**config.mk**
```make
export PLATFORM = sky130hd
export DESIGN_NAME = servo_packet_framer_crc16
export DESIGN_NICKNAME = d
export VERILOG_FILES = /design/src/rtl/spfc_pkg.sv /design/src/rtl/spfc_crc.sv /design/src/rtl/spfc_seq.sv /design/src/rtl/servo_packet_framer_crc16.sv
export SDC_FILE = /design/constraint.sdc
export NUM_CORES = 1
export LEC_CHECK = 0
export BUFFER_PORTS_ARGS = -buffer_cell sky130_fd_sc_hd__buf_4
export CORE_ASPECT_RATIO = 2
export CORE_MARGIN = 4
export CORE_UTILIZATION = 40
export DETAILED_ROUTE_END_ITERATION = 6
export PLACE_DENSITY = 0.63
export SLEW_MARGIN = 5
export SYNTH_ARGS = -nofsm -noshare
export SYNTH_HDL_FRONTEND = slang
export SYNTH_HIERARCHICAL = 1
export SYNTH_SLANG_ARGS = --single-unit
```
**constraint.sdc**
```tcl
create_clock -name clk_i -period 3.35 [get_ports clk_i]
set_input_delay 0.5025 -clock clk_i [delete_from_list [all_inputs] [get_ports clk_i]]
set_output_delay 0.5025 -clock clk_i [all_outputs]
set_load 0.02 [all_outputs]
```
**src/rtl/spfc_pkg.sv**
```systemverilog
// shared types and constants of the servo packet framer
package spfc_pkg;

  // packet kinds
  typedef enum logic [1:0] {
    FUNC_WRITE  = 2'd0,
    FUNC_FRESET = 2'd1,
    FUNC_REBOOT = 2'd2,
    FUNC_NONE   = 2'd3
  } func_e;

  // configuration register indexes
  localparam logic [1:0] RegWrOp = 2'd0;
  localparam logic [1:0] RegFrOp = 2'd1;
  localparam logic [1:0] RegRbOp = 2'd2;

  // register reset values
  localparam logic [7:0] WrOpRst = 8'd3;
  localparam logic [7:0] FrOpRst = 8'd6;
  localparam logic [7:0] RbOpRst = 8'd8;

  localparam int unsigned MaxDataBytesDef = 4;

  // fixed packet bytes
  localparam logic [7:0] SyncByte   = 8'hFF;
  localparam logic [7:0] HdrByte    = 8'hFD;
  localparam logic [7:0] ZeroByte   = 8'h00;
  localparam logic [7:0] FrParmByte = 8'h01;

  // bytes before the crc, and their offset from the length field
  localparam int unsigned PayLenWrite  = 10;
  localparam int unsigned PayLenFreset = 9;
  localparam int unsigned PayLenReboot = 8;
  localparam int unsigned LenOffset    = 5;

  // byte positions inside a packet
  localparam int unsigned PosSync0  = 0;
  localparam int unsigned PosSync1  = 1;
  localparam int unsigned PosHdr    = 2;
  localparam int unsigned PosRsv    = 3;
  localparam int unsigned PosId     = 4;
  localparam int unsigned PosLenLo  = 5;
  localparam int unsigned PosLenHi  = 6;
  localparam int unsigned PosOpcode = 7;
  localparam int unsigned PosParm0  = 8;
  localparam int unsigned PosParm1  = 9;
  localparam int unsigned PosData   = 10;

  localparam logic [15:0] CrcPoly = 16'h8005;

  // control from the sequencer to the crc accumulator
  typedef struct packed {
    logic clr;
    logic en;
  } crc_ctrl_t;

endpackage

```
**src/rtl/spfc_crc.sv**
```systemverilog
// crc-16 accumulator, one byte per cycle while enabled, poly 0x8005, msb first
module spfc_crc
  import spfc_pkg::*;
(
  input  logic        clk_i,
  input  logic        rst_ni,
  input  crc_ctrl_t   ctrl_i,
  input  logic [7:0]  byte_i,
  output logic [15:0] crc_o
);

  logic [15:0] crc_q, crc_d;

  // eight shift steps of the crc for one byte
  function automatic logic [15:0] crc_byte(input logic [15:0] acc, input logic [7:0] b);
    logic [15:0] c;
    c = acc ^ {b, 8'h00};
    for (int k = 0; k < 8; k++) begin
      if (c[15]) begin
        c = {c[14:0], 1'b0} ^ CrcPoly;
      end else begin
        c = {c[14:0], 1'b0};
      end
    end
    return c;
  endfunction

  // clear on a new command, fold in each payload byte
  always_comb begin
    crc_d = crc_q;
    if (ctrl_i.clr) begin
      crc_d = '0;
    end else if (ctrl_i.en) begin
      crc_d = crc_byte(crc_q, byte_i);
    end
  end

  always_ff @(posedge clk_i or negedge rst_ni) begin
    if (!rst_ni) begin
      crc_q <= '0;
    end else begin
      crc_q <= crc_d;
    end
  end

  assign crc_o = crc_q;

endmodule

```
**src/rtl/spfc_seq.sv**
```systemverilog
// byte sequencer: walks the packet positions and shifts out data bytes
module spfc_seq
  import spfc_pkg::*;
#(
  parameter int unsigned MAX_DATA_BYTES = MaxDataBytesDef
) (
  input  logic        clk_i,
  input  logic        rst_ni,
  input  logic        start_i,
  input  logic [1:0]  func_i,
  input  logic [7:0]  servo_id_i,
  input  logic [7:0]  reg_addr_i,
  input  logic [2:0]  param_count_i,
  input  logic [31:0] data_i,
  input  logic [7:0]  wr_op_i,
  input  logic [7:0]  fr_op_i,
  input  logic [7:0]  rb_op_i,
  input  logic [15:0] crc_i,
  output logic        busy_o,
  output crc_ctrl_t   crc_ctrl_o,
  output logic        tx_valid_o,
  output logic [7:0]  tx_byte_o,
  output logic        last_o
);

  localparam int unsigned IdxW  = $clog2(PayLenWrite + MAX_DATA_BYTES + 2);
  localparam int unsigned DataW = 8 * MAX_DATA_BYTES;

  typedef enum logic [1:0] {
    ST_IDLE = 2'b01,
    ST_SEND = 2'b10
  } state_e;

  state_e          state_q, state_d;
  logic [IdxW-1:0] idx_q, idx_d;
  logic [IdxW-1:0] pay_len_q, pay_len_d;
  func_e           kind_q;
  logic [7:0]      opcode_q, opcode_d;
  logic [7:0]      id_q;
  logic [7:0]      reg_q;
  logic [DataW-1:0] data_q, data_d;

  logic       sending;
  logic       accept;
  logic       is_crc_lo;
  logic       is_last;
  logic       in_payload;
  logic [2:0] cnt_sat;
  logic [7:0] len_byte;

  assign sending    = (state_q == ST_SEND);
  assign is_crc_lo  = sending && (idx_q == pay_len_q);
  assign is_last    = sending && (idx_q == pay_len_q + IdxW'(1));
  assign in_payload = sending && (idx_q < pay_len_q);
  assign busy_o     = sending && !is_last;
  assign accept     = start_i && !busy_o && (func_i != FUNC_NONE);

  // data byte count saturates at the parameter
  assign cnt_sat = (param_count_i > 3'(MAX_DATA_BYTES)) ? 3'(MAX_DATA_BYTES) : param_count_i;

  // payload length and opcode of the incoming command
  always_comb begin
    case (func_i)
      FUNC_WRITE: begin
        pay_len_d = IdxW'(PayLenWrite) + IdxW'(cnt_sat);
        opcode_d  = wr_op_i;
      end
      FUNC_FRESET: begin
        pay_len_d = IdxW'(PayLenFreset);
        opcode_d  = fr_op_i;
      end
      default: begin
        pay_len_d = IdxW'(PayLenReboot);
        opcode_d  = rb_op_i;
      end
    endcase
  end

  // position counter and state
  always_comb begin
    state_d = state_q;
    idx_d   = idx_q;
    if (accept) begin
      state_d = ST_SEND;
      idx_d   = '0;
    end else if (is_last) begin
      state_d = ST_IDLE;
    end else if (sending) begin
      idx_d = idx_q + IdxW'(1);
    end
  end

  // data shift register, one byte per data position
  always_comb begin
    data_d = data_q;
    if (accept) begin
      data_d = data_i[DataW-1:0];
    end else if (in_payload && (kind_q == FUNC_WRITE) && (idx_q >= IdxW'(PosData))) begin
      data_d = data_q >> 8;
    end
  end

  always_ff @(posedge clk_i or negedge rst_ni) begin
    if (!rst_ni) begin
      state_q <= ST_IDLE;
      idx_q   <= '0;
    end else begin
      state_q <= state_d;
      idx_q   <= idx_d;
    end
  end

  // command fields, loaded on accept
  always_ff @(posedge clk_i) begin
    if (accept) begin
      pay_len_q <= pay_len_d;
      kind_q    <= func_e'(func_i);
      opcode_q  <= opcode_d;
      id_q      <= servo_id_i;
      reg_q     <= reg_addr_i;
    end
    data_q <= data_d;
  end

  assign len_byte = 8'(pay_len_q) - 8'(LenOffset);

  // byte select by position
  always_comb begin
    if (is_crc_lo) begin
      tx_byte_o = crc_i[7:0];
    end else if (is_last) begin
      tx_byte_o = crc_i[15:8];
    end else begin
      case (idx_q)
        IdxW'(PosSync0),
        IdxW'(PosSync1):  tx_byte_o = SyncByte;
        IdxW'(PosHdr):    tx_byte_o = HdrByte;
        IdxW'(PosRsv):    tx_byte_o = ZeroByte;
        IdxW'(PosId):     tx_byte_o = id_q;
        IdxW'(PosLenLo):  tx_byte_o = len_byte;
        IdxW'(PosLenHi):  tx_byte_o = ZeroByte;
        IdxW'(PosOpcode): tx_byte_o = opcode_q;
        IdxW'(PosParm0):  tx_byte_o = (kind_q == FUNC_WRITE) ? reg_q : FrParmByte;
        IdxW'(PosParm1):  tx_byte_o = ZeroByte;
        default:          tx_byte_o = data_q[7:0];
      endcase
    end
  end

  assign tx_valid_o = sending;
  assign last_o     = is_last;

  assign crc_ctrl_o.clr = accept;
  assign crc_ctrl_o.en  = in_payload;

endmodule

```
**src/rtl/servo_packet_framer_crc16.sv**
```systemverilog
// top level: configuration registers, byte sequencer and crc accumulator
//
// One accepted command produces one instruction packet on tx_byte_o, one
// byte per cycle with tx_valid_o high, and the receiver must take every
// byte as it comes. A register write packet is 12 bytes plus the data byte
// count (count saturates at MAX_DATA_BYTES), a factory reset packet is 11
// bytes and a reboot packet 10 bytes. busy drops on the final crc byte, so
// the next command may start in that cycle and its first byte follows
// without a gap. Packet kind 3 is not accepted and sends nothing. Opcode
// registers sit at byte addresses 0, 4 and 8.
module servo_packet_framer_crc16
  import spfc_pkg::*;
#(
  parameter int unsigned MAX_DATA_BYTES = MaxDataBytesDef
) (
  input  logic        clk_i,
  input  logic        rst_ni,
  // command
  input  logic        start,
  output logic        busy,
  input  logic [1:0]  func_i,
  input  logic [7:0]  servo_id_i,
  input  logic [7:0]  reg_addr_i,
  input  logic [2:0]  param_count_i,
  input  logic [31:0] data_i,
  // byte stream
  output logic        tx_valid_o,
  output logic [7:0]  tx_byte_o,
  output logic        last_o,
  // configuration
  input  logic        psel,
  input  logic        penable,
  input  logic        pwrite,
  input  logic [3:0]  paddr,
  input  logic [31:0] pwdata,
  output logic [31:0] prdata,
  output logic        pready
);

  logic [7:0]  wr_op_q, fr_op_q, rb_op_q;
  logic        cfg_wr;
  logic [1:0]  cfg_idx;
  logic [15:0] crc;
  crc_ctrl_t   crc_ctrl;

  assign pready  = 1'b1;
  assign cfg_wr  = psel && penable && pwrite;
  assign cfg_idx = paddr[3:2];

  // opcode registers
  always_ff @(posedge clk_i or negedge rst_ni) begin
    if (!rst_ni) begin
      wr_op_q <= WrOpRst;
      fr_op_q <= FrOpRst;
      rb_op_q <= RbOpRst;
    end else if (cfg_wr) begin
      case (cfg_idx)
        RegWrOp: wr_op_q <= pwdata[7:0];
        RegFrOp: fr_op_q <= pwdata[7:0];
        RegRbOp: rb_op_q <= pwdata[7:0];
        default: ;
      endcase
    end
  end

  // register readback
  always_comb begin
    case (cfg_idx)
      RegWrOp: prdata = {24'h0, wr_op_q};
      RegFrOp: prdata = {24'h0, fr_op_q};
      RegRbOp: prdata = {24'h0, rb_op_q};
      default: prdata = '0;
    endcase
  end

  spfc_seq #(
    .MAX_DATA_BYTES (MAX_DATA_BYTES)
  ) u_seq (
    .clk_i         (clk_i),
    .rst_ni        (rst_ni),
    .start_i       (start),
    .func_i        (func_i),
    .servo_id_i    (servo_id_i),
    .reg_addr_i    (reg_addr_i),
    .param_count_i (param_count_i),
    .data_i        (data_i),
    .wr_op_i       (wr_op_q),
    .fr_op_i       (fr_op_q),
    .rb_op_i       (rb_op_q),
    .crc_i         (crc),
    .busy_o        (busy),
    .crc_ctrl_o    (crc_ctrl),
    .tx_valid_o    (tx_valid_o),
    .tx_byte_o     (tx_byte_o),
    .last_o        (last_o)
  );

  spfc_crc u_crc (
    .clk_i  (clk_i),
    .rst_ni (rst_ni),
    .ctrl_i (crc_ctrl),
    .byte_i (tx_byte_o),
    .crc_o  (crc)
  );

endmodule

```
======== Yosys cells after proc, flatten, opt, wreduce, memory -nomap -nowiden ========
Cells that the tools add are included.
storage, ports and cells
  register bits ........................... 108
  input port bits ......................... 95
  output and inout port bits .............. 44
  logic and storage cells ................. 110
operators by class
  add/subtract/negate cells ............... 4
  magnitude comparators ................... 3
  equal/unequal tests ..................... 17
  mux-type cells .......................... 39
  bitwise gates (word level) .............. 9
  reduce and logical (&&, ||, !) cells .... 26
operator list
  kind                 count
  $mux 16              24
  $mux 32              2
  $pmux 8 s7           1
  $mux 8               3
  $not 3->3            8
  $pmux 8 s3           1
  $eq 4x3->1 const B   4
  $pmux 8 s2           1
  $xor 16x16->16       1
  $mux 4               3
  $logic_and 1x1->1    10
  $add 4x1->4 const B  2
  $eq 4x2->1 const B   2
  $eq 4x4->1           2
  $eq 4x4->1 const B   2
  $pmux 4 s2           1
  $reduce_and 2->1     4
  $reduce_bool 2->1    4
  $logic_not 2->1      3
  $sub 4x3->5 const B  1
  $add 4x3->4 const A  1
  $eq 2x1->1 const B   2
  $eq 2x2->1 const B   2
  $eq 4x1->1 const B   1
  other kinds (11)     13

======== Longest topological paths before layout ========
  depth in word-level cells ............... 38
  depth in mapped cells ................... 14
  depth with buffers taken out ............ 14

======== Cells and area by module ========
Netlist, hierarchy kept.
by module, submodules not included
  module                     instances  cells each  area an instance (µm²)  sequential area each (µm²)
  spfc_seq                   1          275         3549.7                  2013.2
  servo_packet_framer_crc16  1          108         1340.0                  606.8
  spfc_crc                   1          76          835.8                   400.4

======== Worst setup path after synthesis ========
No wires, ideal clock.
  path type ............................... register to register
  from .................................... register u_seq.idx_q[1]
  to ...................................... register u_crc.crc_q[15] (netlist: u_crc/crc_o[15])
  arrival time ............................ 3.850 ns
  data required time ...................... 3.246 ns
  setup slack ............................. -0.603 ns
  cell stages (with the launch flop) ...... 15
  path buffers ............................ 1
  clock period less this slack ............ 3.953 ns
  cell sequence ........................... dfrtp_1 > inv_1 > ha_1 > nor3_1 > a22o_1 > clkbuf_1 > a221oi_1 > and3_1 > o21ai_0 > xnor2_1 > xnor2_1 > xnor3_2 > xnor2_1 > or4b_1 > o311ai_1
on the way
  cells in the longest elaborated chain, start to end .. 31
  elaborated cells on any way between the ends .. 59
  classes of those cells .................. 1 x order compare; 11 x eq/ne; 27 x mux; 8 x bitwise; 12 x reduce/logical
ends and longest elaborated chain
  element                                                              line                             RTL
  start, declared                                                      spfc_seq.sv:35                   logic [IdxW-1:0] idx_q, idx_d;
  start signal, assigned                                               spfc_seq.sv:109                  idx_q <= idx_d;
  $eq 4x2->1 (tied with other cells)                                   spfc_seq.sv:134                  case (idx_q)
  $reduce_or 3->1 (no source line) or $reduce_or 2->1 (tied branches)  -
  $pmux 8 s7                                                           spfc_seq.sv:134
  $mux 8                                                               spfc_seq.sv:131                  end else if (is_last) begin
  $mux 8 *                                                             spfc_seq.sv:129                  if (is_crc_lo) begin
  net tx_byte_o[2]                                                     servo_packet_framer_crc16.sv:28  output logic [7:0] tx_byte_o,
  $xor 16x16->16 *                                                     spfc_crc.sv:17                   c = acc ^ {b, 8'h00};
  $mux 16 *                                                            spfc_crc.sv:19                   if (c[15]) begin
  [... 16 more ...]                                                    -
  $mux 16 *                                                            spfc_crc.sv:33                   end else if (ctrl_i.en) begin
  $mux 16 *                                                            spfc_crc.sv:31                   if (ctrl_i.clr) begin
  $mux 16 *                                                            spfc_crc.sv:19
  $mux 16 *                                                            spfc_crc.sv:33
  $mux 16 *                                                            spfc_crc.sv:31
  $mux 16 *                                                            spfc_crc.sv:19
  $mux 16 *                                                            spfc_crc.sv:33
  $mux 16 *                                                            spfc_crc.sv:31
  end signal, assigned                                                 spfc_crc.sv:42                   crc_q <= crc_d;
  end, declared                                                        spfc_crc.sv:12                   logic [15:0] crc_q, crc_d;
The timed path passes the listed nets; every way through them passes the cells marked *. The select of a mux whose other input is x is not followed.
A chain may end at the register's enable or synchronous reset.

======== Worst setup path in the final report ========
  from .................................... register u_seq.idx_q[1]
  to ...................................... register u_crc.crc_q[15] (netlist: u_crc/crc_o[15])
on the way
  cells in the longest elaborated chain, start to end .. 31
  elaborated cells on any way between the ends .. 59
  classes of those cells .................. 1 x order compare; 11 x eq/ne; 27 x mux; 8 x bitwise; 12 x reduce/logical
ends and longest elaborated chain
  element                                                              line
  $eq 4x2->1 (tied with other cells)                                   spfc_seq.sv:134
  $reduce_or 3->1 (no source line) or $reduce_or 2->1 (tied branches)  -
  $pmux 8 s7                                                           spfc_seq.sv:134
  $mux 8                                                               spfc_seq.sv:131
  $mux 8                                                               spfc_seq.sv:129
  $xor 16x16->16                                                       spfc_crc.sv:17
  $mux 16 or $not 3->3 (tied branches)                                 -
  $mux 16 (on tied branches)                                           spfc_crc.sv:33, spfc_crc.sv:19
  [... 15 more ...]                                                    -
  $mux 16 (on tied branches)                                           spfc_crc.sv:31, spfc_crc.sv:33
  $not 3->3 (no source line) or $mux 16 (tied branches)                -
  $mux 16                                                              spfc_crc.sv:19
  $mux 16                                                              spfc_crc.sv:33
  $mux 16                                                              spfc_crc.sv:31
  $mux 16                                                              spfc_crc.sv:19
  $mux 16                                                              spfc_crc.sv:33
  $mux 16                                                              spfc_crc.sv:31
Several ways; a longest one is shown, not always the timed one. The select of a mux whose other input is x is not followed.

==> flow_summary.json <==
{
  "cp-start-kind": "flop",
  "p_comb_frac": 0.699,
  "startpoint": "u_seq/idx_q[1]",
  "drive_gt1_frac": 0.4457,
  "pre_cts_ws_ns": -0.2479,
  "cp.required_ns": 3.59,
  "ys.flop_type": "edfxtp_1",
  "synth.distinct_cells": 57,
  "track_usage": 0.1700,
  "path_clk_slew_ns": 0.07,
  "ios": 139,
  "crit_top_cell": "xnor2_2",
  "relSlewSlack": 0.4722,
  "grt_pass1_wl_um": 21420,
  "syn_inst": 459,
  "period_needed_ns": 3.521,
  "worst_slack_ns": -0.1713,
  "wl_per_cell_um": 17.14,
  "yosysWarnings": 6,
  "synth-edff-count": 62,
  "cts_tree": "yes",
  "p_sw_mw": 3.932,
  "grt_max_degree": 47,
  "report.final.hold_viol_count": 0,
  "worstPathArrival_ns": 3.76,
  "antenna_found_initial": 0,
  "regToRegEndpoint": "u_crc/crc_o[15]",
  "n_antenna_cell": 0,
  "max_stage_delay_ns": 0.51,
  "power_mw": 10.55,
  "die_area_um2": 16410,
  "r2r_start": "u_seq/idx_q[1]",
  "drt-vias-per-instance": 4.900,
  "clk_latency_ns": 0.34,
  "die_h_um": 177.2,
  "crit_end": "u_crc/crc_o[15]",
  "cp_max_fo": 6,
  "powerDensity_nw_per_um2": 1404,
  "clock_power_share": 0.094,
  "overflow": 0,
  "ys_ff_latch": 108,
  "cp_slowest_cell": "or4b_4",
  "area_delta_synth_final_pct": 31.25,
  "dp.cells": 762,
  "p_leak_nw": 3.280,
  "drcViolationCount": 0,
  "ff2ff_setup_slack_ns": -0.17,
  "drt_iter0_markers": 193,
  "skew_ns": 0.01279,
  "setup_violations": 2,
  "power.share.sequential": 0.208,
  "clock.fmax_ghz": 0.2840,
  "final_cell_area_um2": 7515,
  "port_buffers": 87,
  "dp_hpwl_um": 10350,
  "drtPass1Iterations": 4,
  "cp-end-kind": "flop",
  "core_um2": 13970,
  "cts_made_buffers": 9,
  "clock-sinks": 108,
  "num_rows": 61,
  "drt-total-wl_um": 13660,
  "cts_root_buffer": "clkbuf_16",
  "vias": 3905,
  "synthArstFlopShare": 0.4259,
  "clockBufferDepth": 2,
  "ir_drop_uv": 982.1,
  "first_global_vias": 4267,
  "slew_viol_final": 0,
  "r2r_cells": 14,
  "nets": 708,
  "p_sw_frac": 0.3727,
  "outcome": "complete, but fails checks",
  "ant_nets": 0,
  "synth.yosys.seq_area_share": 0.5275,
  "place_area_um2": 6964,
  "worstSetupPathType": "reg -> reg",
  "post_cts_hold_buffer_count": 0,
  "final_cell_count_no_fill": 797,
  "cap_violations": 0,
  "finalCritPeriodShare": 1.051,
  "crit_path_cell_trace": "inv_4, ha_4, nor3_4, a22o_1, buf_4, a221oi_2, and3_1, o21ai_4, xnor2_2, xnor2_1, xnor3_2, xnor2_2, or4b_4, o311ai_4",
  "netlist_area_um2": 5725,
  "gp_congestion": 0.8569,
  "initial_core_util": 0.4099,
  "worstMarginPinSlew_ns": 0.7874,
  "internal-power_mw": 6.618,
  "grt_setup_unrepaired": "yes",
  "die_x_um": 92.60,
  "cts_max_level": 3,
  "syn_area_per_cell_um2": 12.47,
  "violations": "setup timing",
  "hold_class": "in -> async"
}
placed cells by master (no fill, tap or decap), types with 5 or more instances in the layout:
| cell | instances |
|---|---|
| a22o_1 | 6 |
| a211oi_1 | 8 |
| and2_1 | 8 |
| o21ai_0 | 24 |
| dfstp_2 | 6 |
| xnor2_1 | 14 |
| dfrtp_1 | 38 |
| conb_1 | 26 |
| buf_4 | 154 |
| mux2_2 | 16 |
| buf_6 | 6 |
| edfxtp_1 | 62 |
| nand2_1 | 31 |
| inv_1 | 8 |
| mux2_4 | 27 |
| mux2_1 | 5 |
| clkbuf_16 | 9 |
| xnor2_2 | 7 |
| mux2i_1 | 25 |
| ha_4 | 6 |
| nor2_1 | 24 |
worst max-delay path, delay by kind of cell (launching register included):
kind	cells	cell delay [ns]
fa+ha+maj	1	0.16
xor+xnor	4	1.02
simple gates	3	0.80
flops	1	0.48
compound gates	4	0.70
buf+inv	2	0.24
cell type report:
cell class | instances | area, µm²
clock inverters | 6 | 43.79
fillers | 1200 | 6452
repair buffers | 161 | 1244
inverters | 13 | 53.80
well taps | 189 | 236.5
clock buffers | 10 | 229.0
flip-flops and latches | 108 | 3023
multi-input cells | 310 | 2685
worst min-delay path by stage:
stage / start / endpoint / slack [ns] / depth (start not counted)
after CTS: rst_ni / u_crc/crc_o[12] / 0.20 / 1
after global routing: rst_ni / u_crc/crc_o[12] / 0.22 / 1
after detailed placement: u_seq/state_q[1] / u_seq/state_q[1] / 0.48 / 2
final: rst_ni / u_crc/crc_o[4] / 0.17 / 1
after global placement: u_seq/state_q[1] / u_seq/state_q[1] / 0.46 / 2
after floorplan: rst_ni / fr_op_q[0] / 0.21 / 0
stage by stage:
step	util	setup TNS (ns)	hold WS (ns)
2_1_floorplan	-	-0.03997	0.2069
3_3_place_gp	0.4986	-0.1669	0.4627
3_5_place_dp	0.4986	-0.3330	0.4790
6_report	0.5380	-0.1885	0.1687
5_1_grt	0.5380	-0.6071	0.2198
4_1_cts	0.5312	-0.1640	0.1977
cells in the mapped netlist, types with 8 or more instances:
cell,number,area [µm²]
o21ai_0,27,135.1
xnor2_1,22,192.7
mux2_4,27,405.4
nand2_1,31,116.4
nor2_1,24,90.09
a211oi_1,10,75.07
ha_1,10,125.1
mux2i_1,25,250.2
mux2_2,16,180.2
dfrtp_1,40,1001
clkbuf_1,13,48.80
and2_1,8,50.05
inv_1,12,45.04
edfxtp_1,62,1862
buf_4,28,210.2
registers in the layout, summed over array words and instances (netlist names), 8 cells and up:
register and flops:
fr_op_q 8, rb_op_q 8, u_crc/crc_o 16, u_seq/data_q 32
u_seq/id_q 8, u_seq/opcode_q 8, u_seq/reg_q 8, wr_op_q 8
per-layer routing:
metal | vias up | routed length [µm] | track usage
li1 | 1895 | - | -
met1 | 1898 | 4858 | 0.1724
met2 | 91 | 8029 | 0.3374
met3 | 21 | 407 | 0.02681
met4 | 0 | 361 | 0.06390
met5 | - | 0 | 0
repair_timing:
action	4_1_cts	5_1_grt
pin swaps	20	16
buffers inserted	14	6
gates resized for setup	14	11
endpoints found under the hold margin	0	0
setup endpoints to repair	3	3
power by group through the flow:
stage                     clock network [mW]  registers [mW]  logic (mW)
after global routing                    1.08            2.23        7.87
after detailed placement                   0            2.20        6.42
final                                  0.989            2.19        7.37
after CTS                               1.03            2.18        7.27
after floorplan                            0            2.14        4.08
after global placement                     0            2.18        6.30
cells by family after synthesis:
group | after synthesis | share of synthesized area
flops | 108 | 0.5275
simple gates | 98 | 0.08763
compound gates | 75 | 0.08829
mux | 73 | 0.1558
buf+inv | 64 | 0.06883
xor+xnor | 28 | 0.04807
fa+ha+maj | 10 | 0.02185
other cells | 3 | 0.001967
Note: power is estimated with default switching activity, not from simulation.
